--- config.mk ---
export PLATFORM = sky130hd
export DESIGN_NAME = dns_name_label_encoder_flat
export DESIGN_NICKNAME = d
export VERILOG_FILES = /design/src/hdl/dnle_pkg.sv /design/src/hdl/dnle_ifs.sv /design/src/hdl/dnle_res_fifo.sv /design/src/hdl/dns_name_label_encoder.sv /design/src/flat_wrapper.sv
export SDC_FILE = /design/constraint.sdc
export NUM_CORES = 1
export LEC_CHECK = 0
export BUFFER_PORTS_ARGS = -buffer_cell sky130_fd_sc_hd__buf_4
export CORE_UTILIZATION = 62
export DETAILED_ROUTE_END_ITERATION = 10
export PLACE_DENSITY_LB_ADDON = 0.08
export SLEW_MARGIN = 20
export SYNTH_ARGS = -nofsm -noshare
export SYNTH_HDL_FRONTEND = slang
export SYNTH_SLANG_ARGS = --single-unit
--- constraint.sdc ---
create_clock -name clk -period 16 [get_ports clk]
set_input_delay 3.2 -clock clk [delete_from_list [all_inputs] [get_ports clk]]
set_output_delay 3.2 -clock clk [all_outputs]
set_load 0.02 [all_outputs]
--- src/hdl/dnle_pkg.sv ---
// dnle_pkg: shared types and constants of the DNS name label encoder.
// Used by the result queue, the top level, the checker and the testbench.
package dnle_pkg;

  localparam int unsigned MAX_BUFFER = 512;
  localparam int unsigned MAX_LABEL  = 63;

  localparam logic [7:0]  DOT_CHAR    = 8'd46;
  localparam logic [7:0]  END_CHAR    = 8'd0;
  localparam logic [6:0]  COUNT_SAT   = 7'd64;
  localparam logic [9:0]  BUF_SIZE_RST = 10'd496;

  localparam logic STATUS_OK  = 1'b0;
  localparam logic STATUS_BAD = 1'b1;

  typedef struct packed {
    logic [7:0] out_byte;
    logic [8:0] out_position;
    logic       name_done;
    logic       status;
    logic [9:0] encoded_length;
  } result_t;

  // Results pushed into the queue in one cycle: zero, one or two.
  typedef struct packed {
    logic    push0;
    logic    push1;
    result_t res0;
    result_t res1;
  } push_t;

endpackage

--- src/hdl/dnle_ifs.sv ---
// Valid/ready channel interfaces of the DNS name label encoder.
// Depends on dnle_pkg for nothing but keeps field widths of the encoder.
interface dnle_in_if;
  logic       valid;
  logic       ready;
  logic [7:0] name_char;

  modport source (output valid, output name_char, input ready);
  modport sink   (input valid, input name_char, output ready);
endinterface

interface dnle_out_if;
  logic       valid;
  logic       ready;
  logic [7:0] out_byte;
  logic [8:0] out_position;
  logic       name_done;
  logic       status;
  logic [9:0] encoded_length;

  modport source (output valid, output out_byte, output out_position, output name_done,
                  output status, output encoded_length, input ready);
  modport sink   (input valid, input out_byte, input out_position, input name_done,
                  input status, input encoded_length, output ready);
endinterface

--- src/hdl/dnle_res_fifo.sv ---
// dnle_res_fifo: four-entry result queue, up to two pushes and one pop a cycle.
// Depends on dnle_pkg (result_t, push_t).
module dnle_res_fifo (
  input  logic              clk,
  input  logic              rst_n,
  input  dnle_pkg::push_t   push,
  output logic              room2,
  output logic              head_valid,
  output dnle_pkg::result_t head,
  input  logic              pop
);

  localparam int DEPTH = 4;

  dnle_pkg::result_t mem_r [DEPTH];
  logic [1:0]        wr_ptr_r, wr_ptr_nxt;
  logic [1:0]        rd_ptr_r, rd_ptr_nxt;
  logic [2:0]        cnt_r, cnt_nxt;
  logic [2:0]        n_push;
  logic              do_pop;

  assign do_pop     = pop && (cnt_r != 3'd0);
  assign n_push     = {2'b00, push.push0} + {2'b00, push.push1};
  assign room2      = (cnt_r <= 3'(DEPTH - 2));
  assign head_valid = (cnt_r != 3'd0);
  assign head       = mem_r[rd_ptr_r];

  always_comb begin
    wr_ptr_nxt = wr_ptr_r + n_push[1:0];
    rd_ptr_nxt = rd_ptr_r + {1'b0, do_pop};
    cnt_nxt    = cnt_r + n_push - {2'b00, do_pop};
  end

  always_ff @(posedge clk) begin
    if (!rst_n) begin
      wr_ptr_r <= '0;
      rd_ptr_r <= '0;
      cnt_r    <= '0;
    end else begin
      wr_ptr_r <= wr_ptr_nxt;
      rd_ptr_r <= rd_ptr_nxt;
      cnt_r    <= cnt_nxt;
    end
  end

  always_ff @(posedge clk) begin
    if (push.push0) begin
      mem_r[wr_ptr_r] <= push.res0;
    end
    if (push.push1) begin
      mem_r[wr_ptr_r + 2'd1] <= push.res1;
    end
  end

  a_no_overflow: assert property (@(posedge clk) disable iff (!rst_n)
    (n_push != 3'd0) |-> (cnt_r + n_push - {2'b00, do_pop}) <= 3'(DEPTH))
    else $error("result queue overflow");

  a_second_needs_first: assert property (@(posedge clk) disable iff (!rst_n)
    push.push1 |-> push.push0)
    else $error("second push without first");

  a_ptr_gap: assert property (@(posedge clk) disable iff (!rst_n)
    (wr_ptr_r - rd_ptr_r) == cnt_r[1:0])
    else $error("queue pointers disagree with count");

endmodule

--- src/hdl/dns_name_label_encoder.sv ---
// dns_name_label_encoder: top level of the DNS host name label encoder.
// Depends on dnle_pkg, dnle_ifs (dnle_in_if, dnle_out_if) and dnle_res_fifo.
//
// Usage:
//   in_ch carries one host name character per request; character 0 ends the
//   name and '.' separates labels. out_ch carries the wire-format bytes with
//   their buffer positions: label characters as they arrive, each label's
//   length byte when its '.' or the end arrives, and a final request with
//   name_done set carrying the terminator, status and encoded length.
//   cfg_we/cfg_wdata write the buffer capacity (values above 512 act as 512);
//   write it only while no name is in flight.
// Output: a result is written into the result queue when its character is
//   taken and reaches out_ch from there. Throughput: one character per cycle
//   while the queue has room for two results; the end character of a name
//   that closes a label gives two results, which out_ch hands on in turn.
// Reset (rst_n low, synchronous): the buffer capacity returns to 496, the name
//   state goes back to a label start and the result queue empties.
// Stall: results wait in a four-entry queue; in_ch.ready stays high while the
//   queue has room for two more results and drops otherwise, so nothing is
//   lost while out_ch.ready is low.
module dns_name_label_encoder (
  input  logic              clk,
  input  logic              rst_n,
  dnle_in_if.sink           in_ch,
  dnle_out_if.source        out_ch,
  input  logic              cfg_we,
  input  logic [9:0]        cfg_wdata
);

  typedef enum logic [1:0] {
    MODE_SCAN,
    MODE_LABEL,
    MODE_SKIP,
    MODE_ERROR
  } mode_t;

  logic [9:0] buf_size_r;
  logic [9:0] wp_r, wp_nxt;
  logic [8:0] lsp_r, lsp_nxt;
  logic [6:0] cnt_r, cnt_nxt;
  mode_t      mode_r, mode_nxt;

  logic              accept;
  logic              room2;
  logic [9:0]        size_eff;
  dnle_pkg::push_t   push;
  dnle_pkg::result_t head;
  logic              head_valid;

  assign accept   = in_ch.valid && in_ch.ready;
  assign in_ch.ready = room2;
  // clamp the configured size to the buffer maximum
  assign size_eff = (buf_size_r > 10'(dnle_pkg::MAX_BUFFER)) ?
                    10'(dnle_pkg::MAX_BUFFER) : buf_size_r;

  // One pass over the incoming character: next name state and the results.
  always_comb begin
    logic [7:0] c;
    mode_t      m;
    logic [9:0] wp;
    logic [8:0] lsp;
    logic [6:0] cnt;
    logic       go_on;
    dnle_pkg::result_t r_len, r_end, r_chr;

    c     = in_ch.name_char;
    m     = (size_eff < 10'd2) ? MODE_ERROR : mode_r;
    wp    = wp_r;
    lsp   = lsp_r;
    cnt   = cnt_r;
    go_on = 1'b0;

    r_len = '{out_byte: {1'b0, cnt_r}, out_position: lsp_r, name_done: 1'b0,
              status: dnle_pkg::STATUS_OK, encoded_length: 10'd0};
    r_end = '{out_byte: 8'd0, out_position: wp_r[8:0], name_done: 1'b1,
              status: dnle_pkg::STATUS_OK, encoded_length: wp_r + 10'd1};
    r_chr = '{out_byte: c, out_position: wp_r[8:0], name_done: 1'b0,
              status: dnle_pkg::STATUS_OK, encoded_length: 10'd0};

    push = '{push0: 1'b0, push1: 1'b0, res0: r_end, res1: r_end};

    if (c == dnle_pkg::END_CHAR) begin
      if (m == MODE_LABEL && cnt_r > 7'(dnle_pkg::MAX_LABEL)) begin
        m = MODE_ERROR;
      end
      case (m)
        MODE_ERROR: begin
          push.push0 = 1'b1;
          push.res0  = '{out_byte: 8'd0, out_position: 9'd0, name_done: 1'b1,
                         status: dnle_pkg::STATUS_BAD, encoded_length: 10'd0};
        end
        MODE_LABEL: begin
          push.push0 = 1'b1;
          push.res0  = r_len;
          push.push1 = 1'b1;
          push.res1  = r_end;
        end
        default: begin
          push.push0 = 1'b1;
          push.res0  = r_end;
        end
      endcase
      // drop the name state
      wp  = '0;
      lsp = '0;
      cnt = '0;
      m   = MODE_SCAN;
    end else begin
      case (m)
        MODE_SCAN: begin
          if (wp_r >= size_eff - 10'd2) begin
            m = MODE_SKIP;
          end else if (c == dnle_pkg::DOT_CHAR) begin
            m = MODE_ERROR;
          end else begin
            // reserve the length slot and fall into the label path
            lsp   = wp_r[8:0];
            wp    = wp_r + 10'd1;
            cnt   = 7'd0;
            m     = MODE_LABEL;
            go_on = 1'b1;
          end
        end
        MODE_LABEL: begin
          if (c == dnle_pkg::DOT_CHAR) begin
            if (cnt_r == 7'd0 || cnt_r > 7'(dnle_pkg::MAX_LABEL)) begin
              m = MODE_ERROR;
            end else begin
              push.push0 = 1'b1;
              push.res0  = r_len;
              m          = MODE_SCAN;
            end
          end else begin
            go_on = 1'b1;
          end
        end
        default: begin
          // skipping or error: hold until the end character
        end
      endcase

      if (go_on) begin
        if (cnt < dnle_pkg::COUNT_SAT) begin
          cnt = cnt + 7'd1;
        end
        if (wp < size_eff - 10'd1) begin
          push.push0            = 1'b1;
          push.res0             = r_chr;
          push.res0.out_position = wp[8:0];
          wp                    = wp + 10'd1;
        end
      end
    end

    wp_nxt   = wp;
    lsp_nxt  = lsp;
    cnt_nxt  = cnt;
    mode_nxt = m;

    if (!accept) begin
      push.push0 = 1'b0;
      push.push1 = 1'b0;
    end
  end

  always_ff @(posedge clk) begin
    if (!rst_n) begin
      buf_size_r <= dnle_pkg::BUF_SIZE_RST;
      wp_r       <= '0;
      lsp_r      <= '0;
      cnt_r      <= '0;
      mode_r     <= MODE_SCAN;
    end else begin
      if (cfg_we) begin
        buf_size_r <= cfg_wdata;
      end
      if (accept) begin
        wp_r   <= wp_nxt;
        lsp_r  <= lsp_nxt;
        cnt_r  <= cnt_nxt;
        mode_r <= mode_nxt;
      end
    end
  end

  dnle_res_fifo u_res_fifo (
    .clk        (clk),
    .rst_n      (rst_n),
    .push       (push),
    .room2      (room2),
    .head_valid (head_valid),
    .head       (head),
    .pop        (out_ch.ready)
  );

  assign out_ch.valid          = head_valid;
  assign out_ch.out_byte       = head.out_byte;
  assign out_ch.out_position   = head.out_position;
  assign out_ch.name_done      = head.name_done;
  assign out_ch.status         = head.status;
  assign out_ch.encoded_length = head.encoded_length;

  a_clear_after_end: assert property (@(posedge clk) disable iff (!rst_n)
    (accept && in_ch.name_char == dnle_pkg::END_CHAR) |=>
      (wp_r == 10'd0 && cnt_r == 7'd0 && mode_r == MODE_SCAN))
    else $error("name state not cleared after end character");

  a_count_sat: assert property (@(posedge clk) disable iff (!rst_n)
    cnt_r <= dnle_pkg::COUNT_SAT)
    else $error("label count beyond saturation");

  a_end_pushes: assert property (@(posedge clk) disable iff (!rst_n)
    (accept && in_ch.name_char == dnle_pkg::END_CHAR) |->
      (push.push0 && (push.push1 ? push.res1.name_done : push.res0.name_done)))
    else $error("end character without final result");

endmodule

--- src/flat_wrapper.sv ---
// flat-port wrapper written by rule: the top's interface ports become plain ports
module dns_name_label_encoder_flat 
  (clk, rst_n, cfg_we, cfg_wdata, in_ch_valid, in_ch_name_char, in_ch_ready, out_ch_valid, out_ch_out_byte, out_ch_out_position, out_ch_name_done, out_ch_status, out_ch_encoded_length, out_ch_ready);
  dnle_in_if in_ch_i ();
  dnle_out_if out_ch_i ();
  input  logic clk;
  input  logic rst_n;
  input  logic cfg_we;
  input  logic [9:0] cfg_wdata;
  input wire logic [$bits(in_ch_i.valid)-1:0] in_ch_valid;
  input wire logic [$bits(in_ch_i.name_char)-1:0] in_ch_name_char;
  output wire logic [$bits(in_ch_i.ready)-1:0] in_ch_ready;
  output wire logic [$bits(out_ch_i.valid)-1:0] out_ch_valid;
  output wire logic [$bits(out_ch_i.out_byte)-1:0] out_ch_out_byte;
  output wire logic [$bits(out_ch_i.out_position)-1:0] out_ch_out_position;
  output wire logic [$bits(out_ch_i.name_done)-1:0] out_ch_name_done;
  output wire logic [$bits(out_ch_i.status)-1:0] out_ch_status;
  output wire logic [$bits(out_ch_i.encoded_length)-1:0] out_ch_encoded_length;
  input wire logic [$bits(out_ch_i.ready)-1:0] out_ch_ready;
  assign in_ch_i.valid = in_ch_valid;
  assign in_ch_i.name_char = in_ch_name_char;
  assign in_ch_ready = in_ch_i.ready;
  assign out_ch_valid = out_ch_i.valid;
  assign out_ch_out_byte = out_ch_i.out_byte;
  assign out_ch_out_position = out_ch_i.out_position;
  assign out_ch_name_done = out_ch_i.name_done;
  assign out_ch_status = out_ch_i.status;
  assign out_ch_encoded_length = out_ch_i.encoded_length;
  assign out_ch_i.ready = out_ch_ready;
  dns_name_label_encoder u_core (.clk(clk), .rst_n(rst_n), .in_ch(in_ch_i), .out_ch(out_ch_i), .cfg_we(cfg_we), .cfg_wdata(cfg_wdata));
endmodule
## Word-level counts from Yosys, hierarchy flattened

Memory sizes are Yosys's and may differ from the RTL's. A register that Yosys moved wholly into a read port is not among the register bits.
Cells that the tools add are included.

- Register bits: 45
- Bits in writable memories: 116
- Input bits: 23
- Output and inout bits: 31
- Logic and storage cells: 96
- Memories kept: 1

Memory list:

| name | words | width | rd ports | clocked after memory_dff | write ports | line | RTL |
|---|---|---|---|---|---|---|---|
| u_core.u_res_fifo.mem_r | 4 | 29 | 1 | 1 | 2 | dnle_res_fifo.sv:15 | `dnle_pkg::result_t mem_r [DEPTH];` |

- $add $sub $neg: 11
- Magnitude comparators: 7
- Eq/ne operators: 6
- Multiplexer cells: 53
- Reduce and logical (&&, ||, !) cells: 10

Operator list:

| cell | count |
|---|---|
| two-way mux 29 bit | 5 |
| two-way mux 10 bit | 8 |
| case mux 28 bit (2 select lines) | 1 |
| two-way mux 7 bit | 7 |
| two-way mux 9 bit | 4 |
| two-way mux 28 bit | 1 |
| adder 10 x 1 -> 10 bit (second input constant) | 2 |
| two-way mux 2 bit | 10 |
| two-way mux 1 bit | 15 |
| greater-or-equal comparator 10 bit | 1 |
| > comparator 10 bit (second input constant) | 1 |
| < comparator 10 bit | 1 |
| < comparator 10 x 2 -> 1 bit (second input constant) | 1 |
| subtractor 10 x 1 -> 10 bit (second input constant) | 1 |
| subtractor 10 x 2 -> 10 bit (second input constant) | 1 |
| == test 8 x 6 -> 1 bit (second input constant) | 1 |
| logical NOT 8 bit | 1 |
| adder 7 x 1 -> 7 bit (second input constant) | 1 |
| > comparator 7 x 6 -> 1 bit (second input constant) | 1 |
| logical NOT 7 bit | 1 |
| < comparator 7 bit (second input constant) | 1 |
| == test 2 x 1 -> 1 bit (second input constant) | 2 |
| inequality test 2 x 1 -> 1 bit (second input constant) | 2 |
| case mux 2 bit (2 select lines) | 1 |
| other kinds (15) | 17 |

## Logic depth before layout (Yosys ltp)

Gate-level depths: netlist of the first run.

- Depth after elaboration: 15
- Depth in mapped cells: 36
- Gate-level depth less buffers: 32

## By module

Synthesis of the first run repeated with hierarchy kept, for this count alone.

- Cells, all modules: 811
- Area, all modules: 9,836.9 um^2

Modules (own cells, without submodules):

| module | times used | cells an instance | area each (um^2) | seq. area each (um^2) |
|---|---|---|---|---|
| dnle_res_fifo | 1 | 323 | 6,007.0 | 3,623.5 |
| dns_name_label_encoder | 1 | 488 | 3,829.9 | 760.7 |

## Worst setup path before layout of the first run

OpenSTA, ideal clock, no wires.

- Path kind: input to register
- Start point: input in_ch_name_char[0]
- End point: register u_core.u_res_fifo.cnt_r[2]
- Library setup time: 128 ps
- Data arrival time: 7,828 ps
- Required time: 15,872 ps
- Slack: 8,044 ps
- Stages: 26
- Buffers on the path: 2
- Cell sequence: nor4_1 a21oi_2 and2_1 nand3_1 buf_2 nor2_1 xor2_1 ha_1 nand4_1 nor3_1 nand2_1 o31ai_1 a32oi_2 o211ai_2 buf_6 a21oi_1 ha_1 inv_1 ha_1 inv_1 ha_1 inv_1 fa_1 xnor2_1 xnor2_1 nor2_1

- Cells in the longest elaborated chain, start to end: 13
- Elaborated cells on any way between the ends: 21
- Classes of those cells: add/sub: 3; order compare: 1; eq/ne: 1; mux: 15; reduce/logical: 1

RTL lines:

| element | line | RTL |
|---|---|---|
| start, declared | flat_wrapper.sv:11 | `input wire logic [$bits(in_ch_i.name_char)-1:0] in_ch_name_char;` |
| == test 8 x 6 -> 1 bit | dns_name_label_encoder.sv:113, dns_name_label_encoder.sv:125 |  |
| two-way mux 10 bit | dns_name_label_encoder.sv:113 | `end else if (c == dnle_pkg::DOT_CHAR) begin` |
| two-way mux 10 bit | dns_name_label_encoder.sv:111 | `if (wp_r >= size_eff - 10'd2) begin` |
| two-way mux 10 bit | dns_name_label_encoder.sv:109 | `case (m)` |
| two-way mux 10 bit | dns_name_label_encoder.sv:82 | `if (c == dnle_pkg::END_CHAR) begin` |
| < comparator 10 bit | dns_name_label_encoder.sv:146 | `if (wp < size_eff - 10'd1) begin` |
| two-way mux 1 bit | dns_name_label_encoder.sv:146 |  |
| two-way mux 1 bit | dns_name_label_encoder.sv:142 | `if (go_on) begin` |
| two-way mux 1 bit | dns_name_label_encoder.sv:82 |  |
| two-way mux 2 bit * | dns_name_label_encoder.sv:160 | `if (!accept) begin` |
| adder 1 x 1 -> 2 bit * | dnle_res_fifo.sv:23 | `assign n_push = {2'b00, push.push0} + {2'b00, push.push1};` |
| adder 3 x 2 -> 3 bit * | dnle_res_fifo.sv:31 | `cnt_nxt = cnt_r + n_push - {2'b00, do_pop};` |
| subtractor 3 x 1 -> 3 bit * | dnle_res_fifo.sv:31 |  |
| end signal, assigned | dnle_res_fifo.sv:42 | `cnt_r <= cnt_nxt;` |
| end, declared | dnle_res_fifo.sv:18 | `logic [2:0] cnt_r, cnt_nxt;` |

Every way passes the cells marked *; elsewhere a longest branch is shown, timed or not. The select of a mux whose other input is x is not followed.
A chain may end at the register's enable or synchronous reset.

## Final worst setup path of the first run

Same ends and word-level chain as after synthesis.

==> reports/results.txt, run 1 <==
Status: completed
Share of layout cells above drive strength 1: 0.162
Post-CTS setup repair buffer count: 0
Slew Limit Fails: 0
Flops & latches, synth: 161
Top layer in use: met4
Hold Worst Slack: 0.473 ns
Final Cell Area: 9660 um2
VDD IR-drop max: 108 uV
Met2 WL: 11.4 mm
Filler Cell Count: 1007
Pre-CTS setup slack: 6.69 ns
Layout Area Growth over Synthesis: 11.9%
Post-Route WL: 23.3 mm
LEAKAGE: 3.62 nW
Number of flops mapped to enable cells by yosys: 76
Starting Density: 0.644
CP top delay family: simple AND/OR/NAND/NOR gates
Die height: 120 um
Setup_tns: 0 ns
TritonCTS clock tree: done
Met3 wire len: 1.88 mm
Syn Inst Count: 875
Share of the synthesized area in the top cell type: 0.264
Worst skew pair latency: 0.43 ns
Worst hold path class: register to register
Core box area: 13400 um2
Die X-Extent: 120 um
Number of vias in the routed layout: 7177
Pwr dens: 142 nW/um2
IO Pins: 54
Worst relative slew slack: 0.320
Maximum clock rate: 0.112 GHz
Fin crit share: 0.558
Multi-input gate area: 4350 um2
Post-CTS Resized: 0
Slowest stage cell, crit path: o211ai_2
DP Area: 9090 um2
DP Cell Count: 1056
WP data arrival: 9.22 ns
Hold-fix buffers at CTS: 0
Syn Area/Cell: 9.86 um2
CP Launch Type: input pin
Max Cap Violations: 0
Setup crit end kind: register
DIE AREA: 14400 um2
YS warnings: 0
Initial antenna violation count: 0
Crit-path max cell delay: 0.67 ns
Final non-filler cell total: 1088
TritonCTS Buffers: 17
Total Power: 1.37 mW
Post-layout util: 0.721
Fin. Hold Viols: 0
IO Port Bufs: 53
RSZ-0062 raised after global routing: no
Number of global-route vias before repair: 6916
Sequential cell area: 3990 um2
TritonRoute pass-1 iters: 7
Met1 WL: 9.40 mm
Main area contributors after synthesis: edfxtp_1 26%, dfxtp_1 20%, mux4_2 7.6%, o21ai_0 5.0%, nand2_1 4.5%
Min Tclk post-route: 8.92 ns
Area leader, netlist: edfxtp_1
Post-Syn Nets: 928
CP bufs+invs: 5
Kind of critical path: input pin to register
CTS Root Cell: clkbuf_16
FP Rows: 42
Placer Congestion: 0.909
Final worst setup slack: 7.08 ns
Routed wire per std cell: 21.4 um
Clock buffer depth: 2
Distinct cells, synth: 68
DRT iter0 DRCs: 849
Seq/Total Area, Yosys: 0.462
H-tree Lvls: 4
Global-route wire length before repair: 36.9 mm
Most frequent cell after synthesis: nand2_1
Commonest cells post-synth: 103 x nand2_1, 99 x nor2_1, 87 x o21ai_0
Clk sink count: 161
Clk slew on worst S/H paths: 0.06 ns
Clock skew: 0.00707 ns
Final setup viols: 0
DP HPWL: 15.6 mm
Worst slew pin tran: 1.02 ns
Vias/cell: 6.60
Overflow after GRT: 0
DRT antenna net count: 0
Share of async-settable or async-resettable flops after synthesis: 0
Diode count: 0
Pin count of the biggest net entering global routing: 30
Post-Synthesis Cell Area: 8630 um2
Detailed-route DRC error count: 0
Number of nets in the layout: 952
Ys flop type: dfxtp_1
CP required: 16.30 ns
Worst Path Max Fanout: 16
Total GRT Usage: 0.337
## worst reg2reg max path: cells and delay by family (launching register included)
| family | cells | cell delay, ns |
|---|---|---|
| compound gates | 9 | 3.20 |
| xor+xnor | 2 | 0.31 |
| fa+ha+maj | 7 | 2.06 |
| buf+inv | 4 | 0.54 |
| flops | 1 | 0.64 |
| mux | 1 | 0.31 |
| simple gates | 5 | 1.06 |
## placed cells by master (no fill, tap or decap), types with 5 or more instances in the layout
cell type / count
o211ai_1: 6
a21oi_1: 25
and2_1: 13
clkbuf_16: 18
dfxtp_1: 84
xnor2_1: 28
nor2_1: 99
nor4_1: 9
nor3_1: 12
a222oi_1: 8
o21ai_1: 5
a21o_1: 5
nand2b_1: 5
nand3_1: 52
o21ai_0: 87
inv_1: 15
and3_1: 8
buf_4: 61
mux4_2: 29
ha_1: 29
xor2_1: 7
nand4_1: 6
mux2_2: 7
nand2_1: 103
a22oi_1: 15
edfxtp_1: 76
a32oi_1: 8
mux2i_1: 14
## path summary, 6_finish.rpt
path | start | to | slack [ns] | cells past startpoint
worst max-delay path | in_ch_name_char[0] | u_core.u_res_fifo.cnt_r[2]$_SDFF_PN0_ | 7.08 | 26
worst min-delay path | u_core.u_res_fifo.mem_r[3][24]$_SDFFE_PP0N_ | u_core.u_res_fifo.mem_r[3][24]$_SDFFE_PP0N_ | 0.47 | 2
worst max register to register | u_core.buf_size_r[9]$_SDFFE_PN0P_ | u_core.u_res_fifo.cnt_r[2]$_SDFF_PN0_ | 7.76 | 28
worst min register to register | u_core.u_res_fifo.mem_r[3][24]$_SDFFE_PP0N_ | u_core.u_res_fifo.mem_r[3][24]$_SDFFE_PP0N_ | 0.47 | 2
## where the power goes
| group | leakage [nW] | switching (mW) | internal, mW |
|---|---|---|---|
| Sequential | 1.45 | 0.0534 | 0.505 |
| Clock | 0.274 | 0.168 | 0.222 |
| Combinational | 1.90 | 0.236 | 0.189 |
| Total | 3.62 | 0.457 | 0.917 |
## cell families after synthesis
group,after synthesis,share of synthesized area
simple gates,329,0.175
compound gates,191,0.142
flops,161,0.462
buf+inv,75,0.0339
mux,54,0.108
xor+xnor,35,0.0355
fa+ha+maj,30,0.0444
## state kept, by name (all words and copies together), names as in the netlist
name                        flops
u_core.mode_r                   2
u_core.cnt_r                    7
u_core.u_res_fifo.mem_r       116
u_core.u_res_fifo.rd_ptr_r      2
u_core.lsp_r                    9
u_core.u_res_fifo.cnt_r         3
u_core.wp_r                    10
u_core.u_res_fifo.wr_ptr_r      2
u_core.buf_size_r              10
## layer usage
layer,GRT usage,vias to the layer above
li1,-,3271
met1,0.445,3423
met2,0.551,435
met3,0.0589,48
met4,0.132,0
met5,0,-
## cell type report
cell class | instances | share of cell area
Inverter | 19 | 0.00739
Tap cell | 176 | 0.0228
Sequential cell | 161 | 0.413
Timing Repair Buffer | 61 | 0.0474
Clock buffer | 23 | 0.0517
Multi-Input combinational cell | 639 | 0.451
Clock inverter | 9 | 0.00726
(Power assumes the default switching activity.)
==> run 2: changes to the inputs <==
Settings changed: ABC_AREA set to 1, CORE_UTILIZATION 62 to 56.
Clock period 16 ns to 8.2 ns, I/O delays scaled along.
==> run 2 against run 1 <==
Compared with the run above:
- synthesized area up 8.7%
- setup slack worse by 6.2 ns
- hold slack worse by 0.0042 ns
- clock skew up 0.0018 ns
- synthesized cell count up 45%
- count of clock-buffer cells in the layout down 1
- utilization down 7.5 points
- critical path depth up 15
- sequential power up 93%
- cell count up 39%
- largest cell class unchanged
- highest routed layer unchanged
==> reports/results.txt, run 2 <==
Status: completed
Worst Path Max Fanout: 33
Flops & latches, synth: 161
Ys flop type: dfxtp_1
Clk sink count: 161
Worst-case reg-to-reg path depth: 41
Kind of critical path: register to register
Filler Cell Count: 1476
Post-Synthesis Cell Area: 9380 um2
YS warnings: 0
Die X-Extent: 131 um
Commonest cells post-synth: 370 x nand2_1, 116 x nor2_1, 108 x inv_1
H-tree Lvls: 4
Share of async-settable or async-resettable flops after synthesis: 0
Setup_tns: 0 ns
Area leader, netlist: edfxtp_1
Number of vias in the routed layout: 8636
Global-route wire length before repair: 41.9 mm
Worst slew pin tran: 0.974 ns
FP Rows: 46
Most frequent cell after synthesis: nand2_1
Detailed-route DRC error count: 0
IO Port Bufs: 53
Total GRT Usage: 0.308
Most frequent cells in the layout: 370 x nand2_1, 116 x nor2_1, 108 x inv_1
TritonRoute pass-1 iters: 6
Initial antenna violation count: 0
Slew Limit Fails: 0
Worst skew pair latency: 0.44 ns
Diode count: 0
Reg-to-reg slack, setup: 0.89 ns
Share of the synthesized area in the top cell type: 0.243
Clock buffer depth: 2
Number of nets in the layout: 1338
Distinct cells, synth: 48
Worst hold path class: register to register
WP data arrival: 7.61 ns
Share of layout cells above drive strength 1: 0.112
Seq/Total Area, Yosys: 0.425
Fin. Hold Viols: 0
Min Tclk post-route: 7.31 ns
CP required: 8.50 ns
IO Pins: 54
RSZ-0062 raised after global routing: no
Main area contributors after synthesis: edfxtp_1 24%, dfxtp_1 18%, nand2_1 15%, o21ai_0 5.6%, a21oi_1 4.9%
Hold Worst Slack: 0.468 ns
Hold_sp: u_core.u_res_fifo.mem_r[2][25]$_SDFFE_PP0N_
Most frequent CP cell: inv_1
DP HPWL: 17.1 mm
Clk slew on worst S/H paths: 0.07 ns
Slowest stage cell, crit path: dfxtp_1
Hold path depth: 2
Number of global-route vias before repair: 7911
Vias/cell: 5.70
Setup crit end kind: register
Worst r2r src: u_core.buf_size_r[9]$_SDFFE_PN0P_
TritonCTS Buffers: 17
Post-Route WL: 26.2 mm
Crit-path max cell delay: 0.52 ns
Post-Syn Nets: 1325
DRT antenna net count: 0
Syn Area/Cell: 7.38 um2
Clock skew: 0.00888 ns
Pin count of the biggest net entering global routing: 61
Max reg flops: 116
VDD IR-drop max: 178 uV
Total Power: 3.00 mW
CTS Root Cell: clkbuf_16
Syn Inst Count: 1272
Overflow after GRT: 0
LEAKAGE: 4.58 nW
Post-CTS setup repair buffer count: 0
Die height: 131 um
Endpoint, Worst Hold: u_core.u_res_fifo.mem_r[2][25]$_SDFFE_PP0N_
Max Cap Violations: 0
Routed wire per std cell: 17.3 um
TritonCTS clock tree: done
Top flop regs: u_core.u_res_fifo.mem_r x116, u_core.buf_size_r x10, u_core.wp_r x10
DIE AREA: 17300 um2
Pwr dens: 288 nW/um2
Worst relative slew slack: 0.349
Commonest non-fill, non-tap cell in the layout: nand2_1
CP Launch Type: register
Core box area: 16100 um2
Reg2reg end: u_core.u_res_fifo.cnt_r[2]$_SDFF_PN0_
Starting Density: 0.582
Reg with most FFs: u_core.u_res_fifo.mem_r
Maximum clock rate: 0.137 GHz
Layout Area Growth over Synthesis: 10.9%
Number of flops mapped to enable cells by yosys: 76
Fin crit share: 0.892
DRT iter0 DRCs: 1036
Final setup viols: 0
Placer Congestion: 0.907
## run 2: changes by cell type in the layout (fill, tap and decap cells not counted), moves of 10 or more
cell	delta
xnor2_1	-22
nand3_1	+22
xor2_1	+10
nand4_1	+11
nor2_1	+17
and2_1	-12
o21ai_0	+18
nand2_1	+267
a21oi_1	+67
mux2i_1	-14
inv_1	+93
mux4_2	-29
o22ai_1	+26
## run 2: cell type report
cell class | count | area (um2) | area share
multi-input combinational | 923 | 4640 | 0.446
clock buffer | 22 | 517 | 0.0497
tap | 216 | 270 | 0.0260
timing repair buffer | 60 | 450 | 0.0433
inverter | 122 | 463 | 0.0445
clock inverter | 10 | 82.6 | 0.00794
sequential | 161 | 3990 | 0.383
## run 2: worst max path at each step
stage | start | to | slack, ns | depth (start not counted)
4_1_cts | u_core.buf_size_r[6]$_SDFFE_PN1P_ | u_core.u_res_fifo.cnt_r[2]$_SDFF_PN0_ | 0.70 | 45
6_report | u_core.buf_size_r[9]$_SDFFE_PN0P_ | u_core.u_res_fifo.cnt_r[2]$_SDFF_PN0_ | 0.89 | 41
3_3_place_gp | u_core.buf_size_r[9]$_SDFFE_PN0P_ | u_core.u_res_fifo.cnt_r[2]$_SDFF_PN0_ | 0.97 | 41
2_1_floorplan | u_core.buf_size_r[6]$_SDFFE_PN1P_ | u_core.u_res_fifo.cnt_r[2]$_SDFF_PN0_ | 1.87 | 48
3_5_place_dp | u_core.buf_size_r[6]$_SDFFE_PN1P_ | u_core.u_res_fifo.cnt_r[2]$_SDFF_PN0_ | 0.76 | 45
5_1_grt | u_core.buf_size_r[6]$_SDFFE_PN1P_ | u_core.u_res_fifo.cnt_r[2]$_SDFF_PN0_ | 0.22 | 45
## run 2: power breakdown
group	total (mW)	switching [mW]	internal, mW
sequential	1.08	0.0897	0.986
clock	0.803	0.349	0.454
combinational	1.12	0.745	0.374
total	3.00	1.18	1.81
## run 2: through the flow
stage                util  cell area, um2  setup slack, ns  cells
floorplan               -            9380             1.87   1272
global placement    0.608            9800            0.971   1482
detailed placement  0.608            9800            0.763   1482
CTS                 0.645           10400            0.699   1514
global route        0.646           10400            0.220   1514
finish              0.646           10400            0.889   1514
## run 2: metal layers
layer	vias up	wire length (um)	global-route usage
li1	4230	-	-
met1	3975	11200	0.426
met2	383	12300	0.491
met3	48	2200	0.0367
met4	0	565	0.122
met5	-	0	0
## run 2: critical path, delay by kind of cell (launching register included)
kind,cells,cell delay [ns]
DFF,1,0.52
buffers and inverters,10,0.64
adders and majority gates,7,1.76
xor gates and xnor gates,2,0.34
AOI/OAI and AO/OA,3,0.45
and+or+nand+nor,19,3.45
## run 2: logic make-up (layout without fill, tap and decap cells)
| logic type | Yosys count | count (layout) | synth area share |
|---|---|---|---|
| DFF | 161 | 161 | 0.425 |
| AOI/OAI and AO/OA | 247 | 247 | 0.141 |
| buffers and inverters | 188 | 214 | 0.0818 |
| muxes | 3 | 3 | 0.00360 |
| adders and majority gates | 30 | 30 | 0.0408 |
| xor gates and xnor gates | 23 | 23 | 0.0215 |
| and+or+nand+nor | 620 | 620 | 0.286 |
## run 2: repair_timing
action                                  in CTS  in global routing
resized for setup                            0                  1
hold buffers                                 0                  0
endpoints found under the setup margin       0                  1
